## config.mk

```make
export PLATFORM = sky130hd
export DESIGN_NAME = address_range_to_prefix_blocks
export DESIGN_NICKNAME = d
export VERILOG_FILES = /design/src/design/arp_pkg.sv /design/src/design/arp_ctrl.sv /design/src/design/arp_dpath.sv /design/src/design/address_range_to_prefix_blocks.sv
export VERILOG_INCLUDE_DIRS = /design/src /design/src/design
export SDC_FILE = /design/constraint.sdc
export NUM_CORES = 1
export LEC_CHECK = 0
export BUFFER_PORTS_ARGS = -buffer_cell sky130_fd_sc_hd__buf_4
export CORE_ASPECT_RATIO = 0.75
export CORE_MARGIN = 2
export CORE_UTILIZATION = 40
export CTS_CLUSTER_SIZE = 24
export DETAILED_ROUTE_END_ITERATION = 10
export PLACE_DENSITY = 0.56
export SYNTH_ARGS = -nofsm -noshare
export SYNTH_HDL_FRONTEND = slang
export SYNTH_SLANG_ARGS = --single-unit
```

## constraint.sdc

```tcl
create_clock -name i_clk -period 15.6 [get_ports i_clk]
set_clock_uncertainty 0.1 [all_clocks]
set_input_delay 1.56 -clock i_clk [delete_from_list [all_inputs] [get_ports i_clk]]
set_output_delay 1.56 -clock i_clk [all_outputs]
set_load 0.01 [all_outputs]
```

## src/design/address_range_to_prefix_blocks_defines.svh

```systemverilog
// Assertion macros shared by the address range to prefix block expansion RTL.
`ifndef ADDRESS_RANGE_TO_PREFIX_BLOCKS_DEFINES_SVH
`define ADDRESS_RANGE_TO_PREFIX_BLOCKS_DEFINES_SVH

// Same-cycle implication, checked on every rising clock edge outside reset.
`define ARP_ASSERT_IMPL(label, ante, cons) \
    label: assert property (@(posedge i_clk) disable iff (!i_rst_n) (ante) |-> (cons)) \
        else $error("assertion failed: same-cycle implication");

// Next-cycle implication, checked on every rising clock edge outside reset.
`define ARP_ASSERT_NEXT(label, ante, cons) \
    label: assert property (@(posedge i_clk) disable iff (!i_rst_n) (ante) |=> (cons)) \
        else $error("assertion failed: next-cycle implication");

`endif

```

## src/design/arp_pkg.sv

```systemverilog
// Package with the shared types and helper functions of the prefix block expansion.
`default_nettype none

package arp_pkg;

    localparam int unsigned ADDR_W = 32;
    localparam int unsigned CNT_W  = 16;
    localparam int unsigned PFX_W  = 6;
    localparam int unsigned LOG_W  = 5;

    typedef enum logic [1:0] {
        S_IDLE = 2'b01,
        S_RUN  = 2'b10
    } t_state;

    typedef struct packed {
        logic load;
        logic step;
    } t_cmd;

    typedef struct packed {
        logic in_zero;
        logic last;
    } t_stat;

    function automatic logic [PFX_W-1:0] trailing_zeros(input logic [ADDR_W-1:0] v);
        logic [PFX_W-1:0] r;
        r = PFX_W'(ADDR_W);
        for (int i = ADDR_W - 1; i >= 0; i--) begin
            if (v[i]) begin
                r = PFX_W'(i);
            end
        end
        return r;
    endfunction

    function automatic logic [LOG_W-1:0] floor_log2(input logic [CNT_W-1:0] v);
        logic [LOG_W-1:0] r;
        r = '0;
        for (int i = 0; i < CNT_W; i++) begin
            if (v[i]) begin
                r = LOG_W'(i);
            end
        end
        return r;
    endfunction

endpackage

`default_nettype wire

```

## src/design/arp_ctrl.sv

```systemverilog
// Controller state machine that sequences loading and block emission.
`default_nettype none

module arp_ctrl
    import arp_pkg::*;
(
    input  wire logic  i_clk,
    input  wire logic  i_rst_n,
    input  wire logic  i_start,
    input  wire t_stat i_stat,
    output t_cmd       o_cmd,
    output logic       o_busy
);

    t_state r_state;
    t_state n_state;

    always_comb begin
        n_state    = r_state;
        o_cmd.load = 1'b0;
        o_cmd.step = 1'b0;
        unique case (r_state)
            S_IDLE: begin
                o_cmd.load = i_start;
                if (i_start && !i_stat.in_zero) begin
                    n_state = S_RUN;
                end
            end
            S_RUN: begin
                o_cmd.step = 1'b1;
                if (i_stat.last) begin
                    n_state = S_IDLE;
                end
            end
            default: begin
                n_state = S_IDLE;
            end
        endcase
    end

    always_ff @(posedge i_clk) begin
        if (!i_rst_n) begin
            r_state <= S_IDLE;
        end else begin
            r_state <= n_state;
        end
    end

    assign o_busy = (r_state == S_RUN);

endmodule

`default_nettype wire

```

## src/design/arp_dpath.sv

```systemverilog
// Datapath holding the current address and remaining count and forming each block.
`default_nettype none

module arp_dpath
    import arp_pkg::*;
#(
    parameter int unsigned RCW = 16
) (
    input  wire logic              i_clk,
    input  wire logic              i_rst_n,
    input  wire t_cmd              i_cmd,
    input  wire logic [ADDR_W-1:0] i_start_address,
    input  wire logic [CNT_W-1:0]  i_address_count,
    output t_stat                  o_stat,
    output logic                   o_valid,
    output logic [ADDR_W-1:0]      o_base_address,
    output logic [PFX_W-1:0]       o_prefix_length,
    output logic                   o_last_block
);

    logic [ADDR_W-1:0] r_addr;
    logic [RCW-1:0]    r_rem;
    logic              r_valid;
    logic [ADDR_W-1:0] r_base;
    logic [PFX_W-1:0]  r_pfx;
    logic              r_last;

    logic [PFX_W-1:0]  w_tz;
    logic [LOG_W-1:0]  w_fl;
    logic [LOG_W-1:0]  w_k;
    logic [RCW-1:0]    w_rem_next;

    assign w_tz       = trailing_zeros(r_addr);
    assign w_fl       = floor_log2(CNT_W'(r_rem));
    assign w_k        = (w_tz < {1'b0, w_fl}) ? w_tz[LOG_W-1:0] : w_fl;
    assign w_rem_next = r_rem - (RCW'(1) << w_k);

    assign o_stat.in_zero = (i_address_count[RCW-1:0] == '0);
    assign o_stat.last    = (w_rem_next == '0);

    always_ff @(posedge i_clk) begin
        if (!i_rst_n) begin
            r_addr <= '0;
            r_rem  <= '0;
        end else if (i_cmd.load) begin
            r_addr <= i_start_address;
            r_rem  <= i_address_count[RCW-1:0];
        end else if (i_cmd.step) begin
            r_addr <= r_addr + (ADDR_W'(1) << w_k);
            r_rem  <= w_rem_next;
        end
    end

    always_ff @(posedge i_clk) begin
        if (i_cmd.step) begin
            r_base <= r_addr;
            r_pfx  <= PFX_W'(ADDR_W) - {1'b0, w_k};
            r_last <= o_stat.last;
        end
    end

    always_ff @(posedge i_clk) begin
        if (!i_rst_n) begin
            r_valid <= 1'b0;
        end else begin
            r_valid <= i_cmd.step;
        end
    end

    assign o_valid         = r_valid;
    assign o_base_address  = r_base;
    assign o_prefix_length = r_pfx;
    assign o_last_block    = r_last;

endmodule

`default_nettype wire

```

## src/design/address_range_to_prefix_blocks.sv

```systemverilog
// Top level of the address range to prefix block expansion.
//
//  Channel  | Ports                                             | Transfer when
//  ---------+---------------------------------------------------+----------------------
//  request  | start, busy, i_start_address, i_address_count      | start high, busy low
//  result   | o_valid, o_base_address, o_prefix_length, o_last_block | o_valid high
//
// A request is taken and then one prefix block is formed per cycle, so busy
// stays high while the blocks are formed, whose number is at most 2 * COUNT_BITS.
// Each result appears in the cycle after the cycle that formed it, lasting one cycle.
// The per-cycle loop through the trailing-zero and leading-one encoders sets this rate.
// A request whose count is zero is taken but gives no result and leaves busy low.
// Reset is synchronous and active low; results cannot be held off by the receiver.
`default_nettype none

`include "address_range_to_prefix_blocks_defines.svh"

module address_range_to_prefix_blocks
    import arp_pkg::*;
#(
    parameter int unsigned COUNT_BITS = 16
) (
    input  wire logic              i_clk,
    input  wire logic              i_rst_n,
    input  wire logic              start,
    output logic                   busy,
    input  wire logic [ADDR_W-1:0] i_start_address,
    input  wire logic [CNT_W-1:0]  i_address_count,
    output logic                   o_valid,
    output logic [ADDR_W-1:0]      o_base_address,
    output logic [PFX_W-1:0]       o_prefix_length,
    output logic                   o_last_block
);

    localparam int unsigned RCW = (COUNT_BITS < CNT_W) ? COUNT_BITS : CNT_W;

    t_cmd  w_cmd;
    t_stat w_stat;

    arp_ctrl u_ctrl (
        .i_clk   (i_clk),
        .i_rst_n (i_rst_n),
        .i_start (start),
        .i_stat  (w_stat),
        .o_cmd   (w_cmd),
        .o_busy  (busy)
    );

    arp_dpath #(
        .RCW (RCW)
    ) u_dpath (
        .i_clk           (i_clk),
        .i_rst_n         (i_rst_n),
        .i_cmd           (w_cmd),
        .i_start_address (i_start_address),
        .i_address_count (i_address_count),
        .o_stat          (w_stat),
        .o_valid         (o_valid),
        .o_base_address  (o_base_address),
        .o_prefix_length (o_prefix_length),
        .o_last_block    (o_last_block)
    );

    `ARP_ASSERT_IMPL(a_prefix_in_range, o_valid, o_prefix_length <= PFX_W'(ADDR_W))
    `ARP_ASSERT_NEXT(a_first_block_follows, $rose(busy), o_valid)
    `ARP_ASSERT_IMPL(a_end_marks_last, $fell(busy), o_valid && o_last_block)
    `ARP_ASSERT_IMPL(a_more_blocks_busy, o_valid && !o_last_block, busy)

endmodule

`default_nettype wire

```

Yosys cells after proc, flatten, opt, wreduce, memory -nomap -nowiden
Cells that the tools add are included.
{"block": "op_classes", "shift": 2, "addsub": 3, "magnitude_cmp": 1, "eq_ne": 4, "n_mux": 57, "n_reduce_logical": 6}
{"operator": "two-way mux 6 bit", "count": 32}
{"operator": "two-way mux 32 bit", "count": 2}
{"operator": "adder 32 bit", "count": 1}
{"operator": "logical NOT 16 bit", "count": 2}
{"operator": "two-way mux 16 bit", "count": 2}
{"operator": "two-way mux 4 bit", "count": 8}
{"operator": "left shift 1 x 5 -> 32 bit, first input constant", "count": 1}
{"operator": "left shift 1 x 5 -> 16 bit, first input constant", "count": 1}
{"operator": "subtractor 16 bit", "count": 1}
{"operator": "two-way mux 3 bit", "count": 4}
{"operator": "two-way mux 2 bit", "count": 4}
{"operator": "less-than comparator 6 x 4 -> 1 bit", "count": 1}
{"operator": "subtractor 6 x 5 -> 6 bit, first input constant", "count": 1}
{"operator": "two-way mux 5 bit", "count": 1}
{"operator": "!= test 2 x 1 -> 1 bit, second input constant", "count": 2}
{"operator": "one-hot mux 2 bit (2 select lines)", "count": 1}
{"operator": "two-way mux 1 bit", "count": 3}
{"operator": "equality test 2 x 1 -> 1 bit, second input constant", "count": 1}
{"operator": "equality test 2 bit, second input constant", "count": 1}
{"operator": "AND reduction 2 bit", "count": 1}
{"operator": "nonzero test 2 bit", "count": 1}
{"operator": "logical AND 1 bit", "count": 1}
{"operator": "logical NOT 1 bit", "count": 1}
{"block": "totals", "out_inout_bits": 41, "inputBits": 51, "register_bits": 90, "elab_cells": 80}

Logic depth before layout (Yosys ltp)
{"block": "depth", "word_depth": 39, "depth_mapped": 28}

By module
Synthesis repeated with hierarchy kept, for this count alone.
{"block": "hier_totals", "cells_unflattened": 765, "area_unflattened_um2": 6543.8}
{"mod": "arp_dpath", "area_each_um2": 6439.9, "cells_each": 756, "instances": 1, "seq_area_each_um2": 2152.1}
{"mod": "arp_ctrl", "area_each_um2": 103.8, "cells_each": 9, "instances": 1, "seq_area_each_um2": 40.0}

Worst setup path after synthesis
OpenSTA, ideal clock, no wires.
{"block": "synth_timing", "path_kind": "register to register", "start": "reg u_dpath.r_addr[24]", "end": "reg u_dpath.r_last, in the netlist u_dpath.o_last_block, data pin", "t_arrival_ps": 5666, "setup_ps": 150, "t_required_ps": 15350, "path_buffers": 0, "path_stages_with_launch": 26, "period_less_slack_ps": 5916, "path_slack_ps": 9684, "path_cell_list": "dfxtp_1 -> or4_1 -> o21ai_1 -> a21oi_1 -> o21ai_1 -> and3_1 -> ha_1 -> a21o_1 -> a211oi_1 -> nand3_2 -> mux2i_1 -> ha_1 -> ha_1 -> nor2b_1 -> ha_1 -> inv_1 -> fa_1 -> a211oi_2 -> o21bai_1 -> a2111o_1 -> o311ai_2 -> o21ai_4 -> a31oi_4 -> xnor2_1 -> or4_1 -> nor3_2"}
{"item": "from (decl)", "line_no": "arp_dpath.sv:21", "source": "logic [ADDR_W-1:0] r_addr;"}
{"item": "from (signal assigned)", "line_no": "arp_dpath.sv:46", "source": "r_addr <= i_start_address;"}
{"item": "from (signal assigned)", "line_no": "arp_dpath.sv:49", "source": "r_addr <= r_addr + (ADDR_W'(1) << w_k);"}
{"item": "to (signal assigned)", "line_no": "arp_dpath.sv:58", "source": "r_last <= o_stat.last;"}
{"item": "to (decl)", "line_no": "arp_dpath.sv:26", "source": "logic r_last;"}

==> summary.txt <==
Non-filler cells, final -> 1053
Status -> complete, no violations
CTS buffer count -> 9
Tmin final -> 6929 ps
Hold Path Class -> reg2reg
Routed vias -> 5961
Placed cells -> 1037
Worst r2r src -> u_dpath.r_addr[28]$_SDFFE_PN0P_
Chip height -> 113.9 um
Endpoints failing hold -> 0
RSZ-0062 raised after global routing -> false
Worst slew pin tran -> 1120 ps
Top post-synthesis cells by count -> a21oi_1, nor2_1, nand2_1, ha_1, dfxtp_1
Core ar. -> 15870 um2
Clock slew at reported path FFs -> 70 ps
Final TNS setup -> 0 ps
Die Area -> 17150 um2
Dpl cell area -> 7387 um2
Max IR drop VDD -> 0.00007410 V
Internal power -> 612.8 uW
Power per cell area -> 140.2 nW/um2
Async SR Flop Fraction -> 0
Highest metal used -> met4
Nets -> 946
Sw Share -> 0.4291
EDFF count, synth -> 39
Max H-tree Level -> 3
Residual DRC -> 0
Starting DRT DRC Count -> 434
Area leader, netlist -> edfxtp_1
Worst setup EP type -> flop
CTS tree -> built
GP Congestion -> 0.8960
R2R setup slack -> 8670 ps
Hold path endpoint -> u_dpath.r_rem[2]$_SDFFE_PN0P_
Ys flop type -> dfxtp_1
Vias in the first global route -> 5528
Tot Pwr -> 1.074 mW
Final Instance Area -> 7660 um2
Reg2Reg Capture Point -> u_dpath.o_last_block$_DFFE_PP_
WL met3 -> 895 um
Leak -> 3.215 nW
Grt ovf -> 0
Critical Path AT -> 7030 ps
# port buffers -> 91
Hold path depth -> 2
Syn Inst Count -> 742
Synthesized cell area -> 6444 um2
Register area share after synthesis -> 0.3402
Pin count of the biggest net entering global routing -> 78
Initial core utilization -> 0.4062
Die Span X -> 150.6 um
Antenna violations before repair -> 0
First-pass GRT wire length -> 29480 um
CP Max Fanout -> 8
Routed vias/inst -> 5.661
Slack of the critical path -> 8671 ps
DP HPWL -> 13920 um
DR pass1 iterations -> 5
# IOs -> 92
Met2 Wirelength -> 7537 um
WS Path Type -> reg2reg
Post-CTS Setup Bufs -> 0
Worst Setup Start Kind -> flop
R2r worst-path depth -> 25
Post-synthesis register bit count -> 90
Sw power -> 460.7 uW
Share of the synthesized area in the top cell type -> 0.1817
Post-CTS sizing -> 0
Distinct cells, synth -> 72
Layout area overhead -> 18.87%
Hold_buf cts -> 0
DRT Wirelength -> 18620 um
Final period util -> 0.4442
Diodes inserted -> 0
DP Worst Slack -> 8745 ps
Ranking of synthesized cells by area -> edfxtp_1, dfxtp_1, ha_1, a21oi_1, a22oi_1
Clk network pwr share -> 0.193
Maximum clock insertion buffer count -> 2
Final Setup Violations -> 0
Slew HR -> 0.2513
Share of layout cells above drive strength 1 -> 0.1590
DRT met1 WL -> 9943 um
Sequential Power Share -> 0.265
Comb power frac -> 0.542
Max Cap Viol -> 0
Worst skew pair latency -> 350 ps
Row cnt -> 40
Clock sinks -> 90
Syn Area/Cell -> 8.684 um2
Worst Path Required -> 15700 ps
Max Slew Vio Count -> 0
Synth warn -> 0
Most numerous cell in the Yosys netlist -> a21oi_1
Worst hold margin -> 405.1 ps
Routed WL per cell -> 17.68 um
Final Util -> 0.4828
Final antenna-violating net count -> 0
Fmax -> 0.1443 GHz
Root buffer cell -> clkbuf_16
GRT Resource Usage Total -> 0.2189
Hold Crit Start -> u_dpath.r_rem[2]$_SDFFE_PN0P_
==> cell usage in the layout (no fill, tap or decap), types with 8 or more instances in the layout <==
| master | instances |
|---|---|
| dfxtp_1 | 51 |
| nor3_1 | 20 |
| xnor2_1 | 11 |
| o21ai_0 | 21 |
| o31ai_1 | 9 |
| and3_1 | 10 |
| xor2_1 | 19 |
| o21a_1 | 14 |
| a221oi_1 | 10 |
| and2_1 | 9 |
| nand3_1 | 11 |
| clkbuf_16 | 9 |
| nor2b_1 | 8 |
| a21oi_1 | 69 |
| o211ai_1 | 8 |
| a31oi_1 | 8 |
| conb_1 | 15 |
| a22oi_1 | 37 |
| nand2_1 | 62 |
| buf_4 | 94 |
| a21o_1 | 18 |
| nand2b_1 | 13 |
| nor2_1 | 64 |
| ha_1 | 55 |
| inv_1 | 34 |
| edfxtp_1 | 39 |
| nor4_1 | 13 |
==> sequential cells by signal, indices dropped and copies added (netlist names) <==
| signal | count |
|---|---|
| u_dpath.r_rem | 16 |
| u_dpath.o_valid | 1 |
| u_dpath.r_addr | 32 |
| u_dpath.o_last_block | 1 |
| u_dpath.o_base_address | 32 |
| u_dpath.o_prefix_length | 6 |
| u_ctrl.r_state | 2 |
==> critical path: stages, from the launching register on <==
cell and delay, ps:
dfxtp_1 370, nor4_1 580, o21ai_1 190, a21oi_1 230, o21ai_1 100, and3_1 230, ha_1 300, a21o_1 180
a211oi_1 400, nand3_2 280, mux2i_1 400, ha_1 280, ha_1 180, nor2b_1 240, ha_1 220, inv_1 60
fa_1 430, a211oi_2 230, o21bai_1 120, a2111o_1 440, o311ai_2 140, o21ai_4 120, a31oi_4 190, xnor2_1 110
or4_1 530, nor3_2 120
==> cell families (layout without fill, tap and decap cells) <==
kind of cell,after synthesis,in the layout,synth area share
AOI/OAI and AO/OA,252,252,0.2709
xor gates and xnor gates,30,30,0.04078
adders and majority gates,57,57,0.1130
buffers and inverters,63,150,0.03670
DFF,90,90,0.3402
muxes,10,10,0.01612
other,1,15,0.0005820
and+or+nand+nor,239,239,0.1818
==> layer usage <==
layer,vias to the layer above,GRT usage
met2,151,0.3064
met1,2810,0.3421
met3,18,0.03680
met4,0,0.05912
li1,2982,-
met5,-,0
==> layout make-up <==
cell class | count | area [um2]
Clock buffer | 11 | 232.7
Multi-Input combinational cell | 603 | 4076
Tap cell | 210 | 262.8
Sequential cell | 90 | 2192
Timing Repair Buffer | 94 | 705.7
Inverter | 40 | 150.1
Fill cell | 1533 | 8205
Clock inverter | 5 | 40.04
==> power by group through the flow <==
stage	Combinational (mW)	Clock, mW	Sequential [mW]
finish	0.582	0.207	0.285
global route	0.651	0.221	0.287
CTS	0.578	0.213	0.284
detailed placement	0.574	0	0.290
global placement	0.568	0	0.289
floorplan	0.445	0	0.284
==> how the worst max path moves through the flow <==
stage / from / to / slack [ps] / depth (start not counted)
after detailed placement: u_dpath.r_addr[28]$_SDFFE_PN0P_ / u_dpath.o_last_block$_DFFE_PP_ / 8750 / 25
after global placement: u_dpath.r_addr[28]$_SDFFE_PN0P_ / u_dpath.o_last_block$_DFFE_PP_ / 9090 / 25
final: u_dpath.r_addr[28]$_SDFFE_PN0P_ / u_dpath.o_last_block$_DFFE_PP_ / 8670 / 25
after global routing: u_dpath.r_addr[28]$_SDFFE_PN0P_ / u_dpath.o_last_block$_DFFE_PP_ / 8230 / 25
after floorplan: u_dpath.r_addr[24]$_SDFFE_PN0P_ / u_dpath.o_last_block$_DFFE_PP_ / 9680 / 25
after CTS: u_dpath.r_addr[28]$_SDFFE_PN0P_ / u_dpath.o_last_block$_DFFE_PP_ / 8730 / 25
No activity file was read; power rests on OpenSTA's default activity.
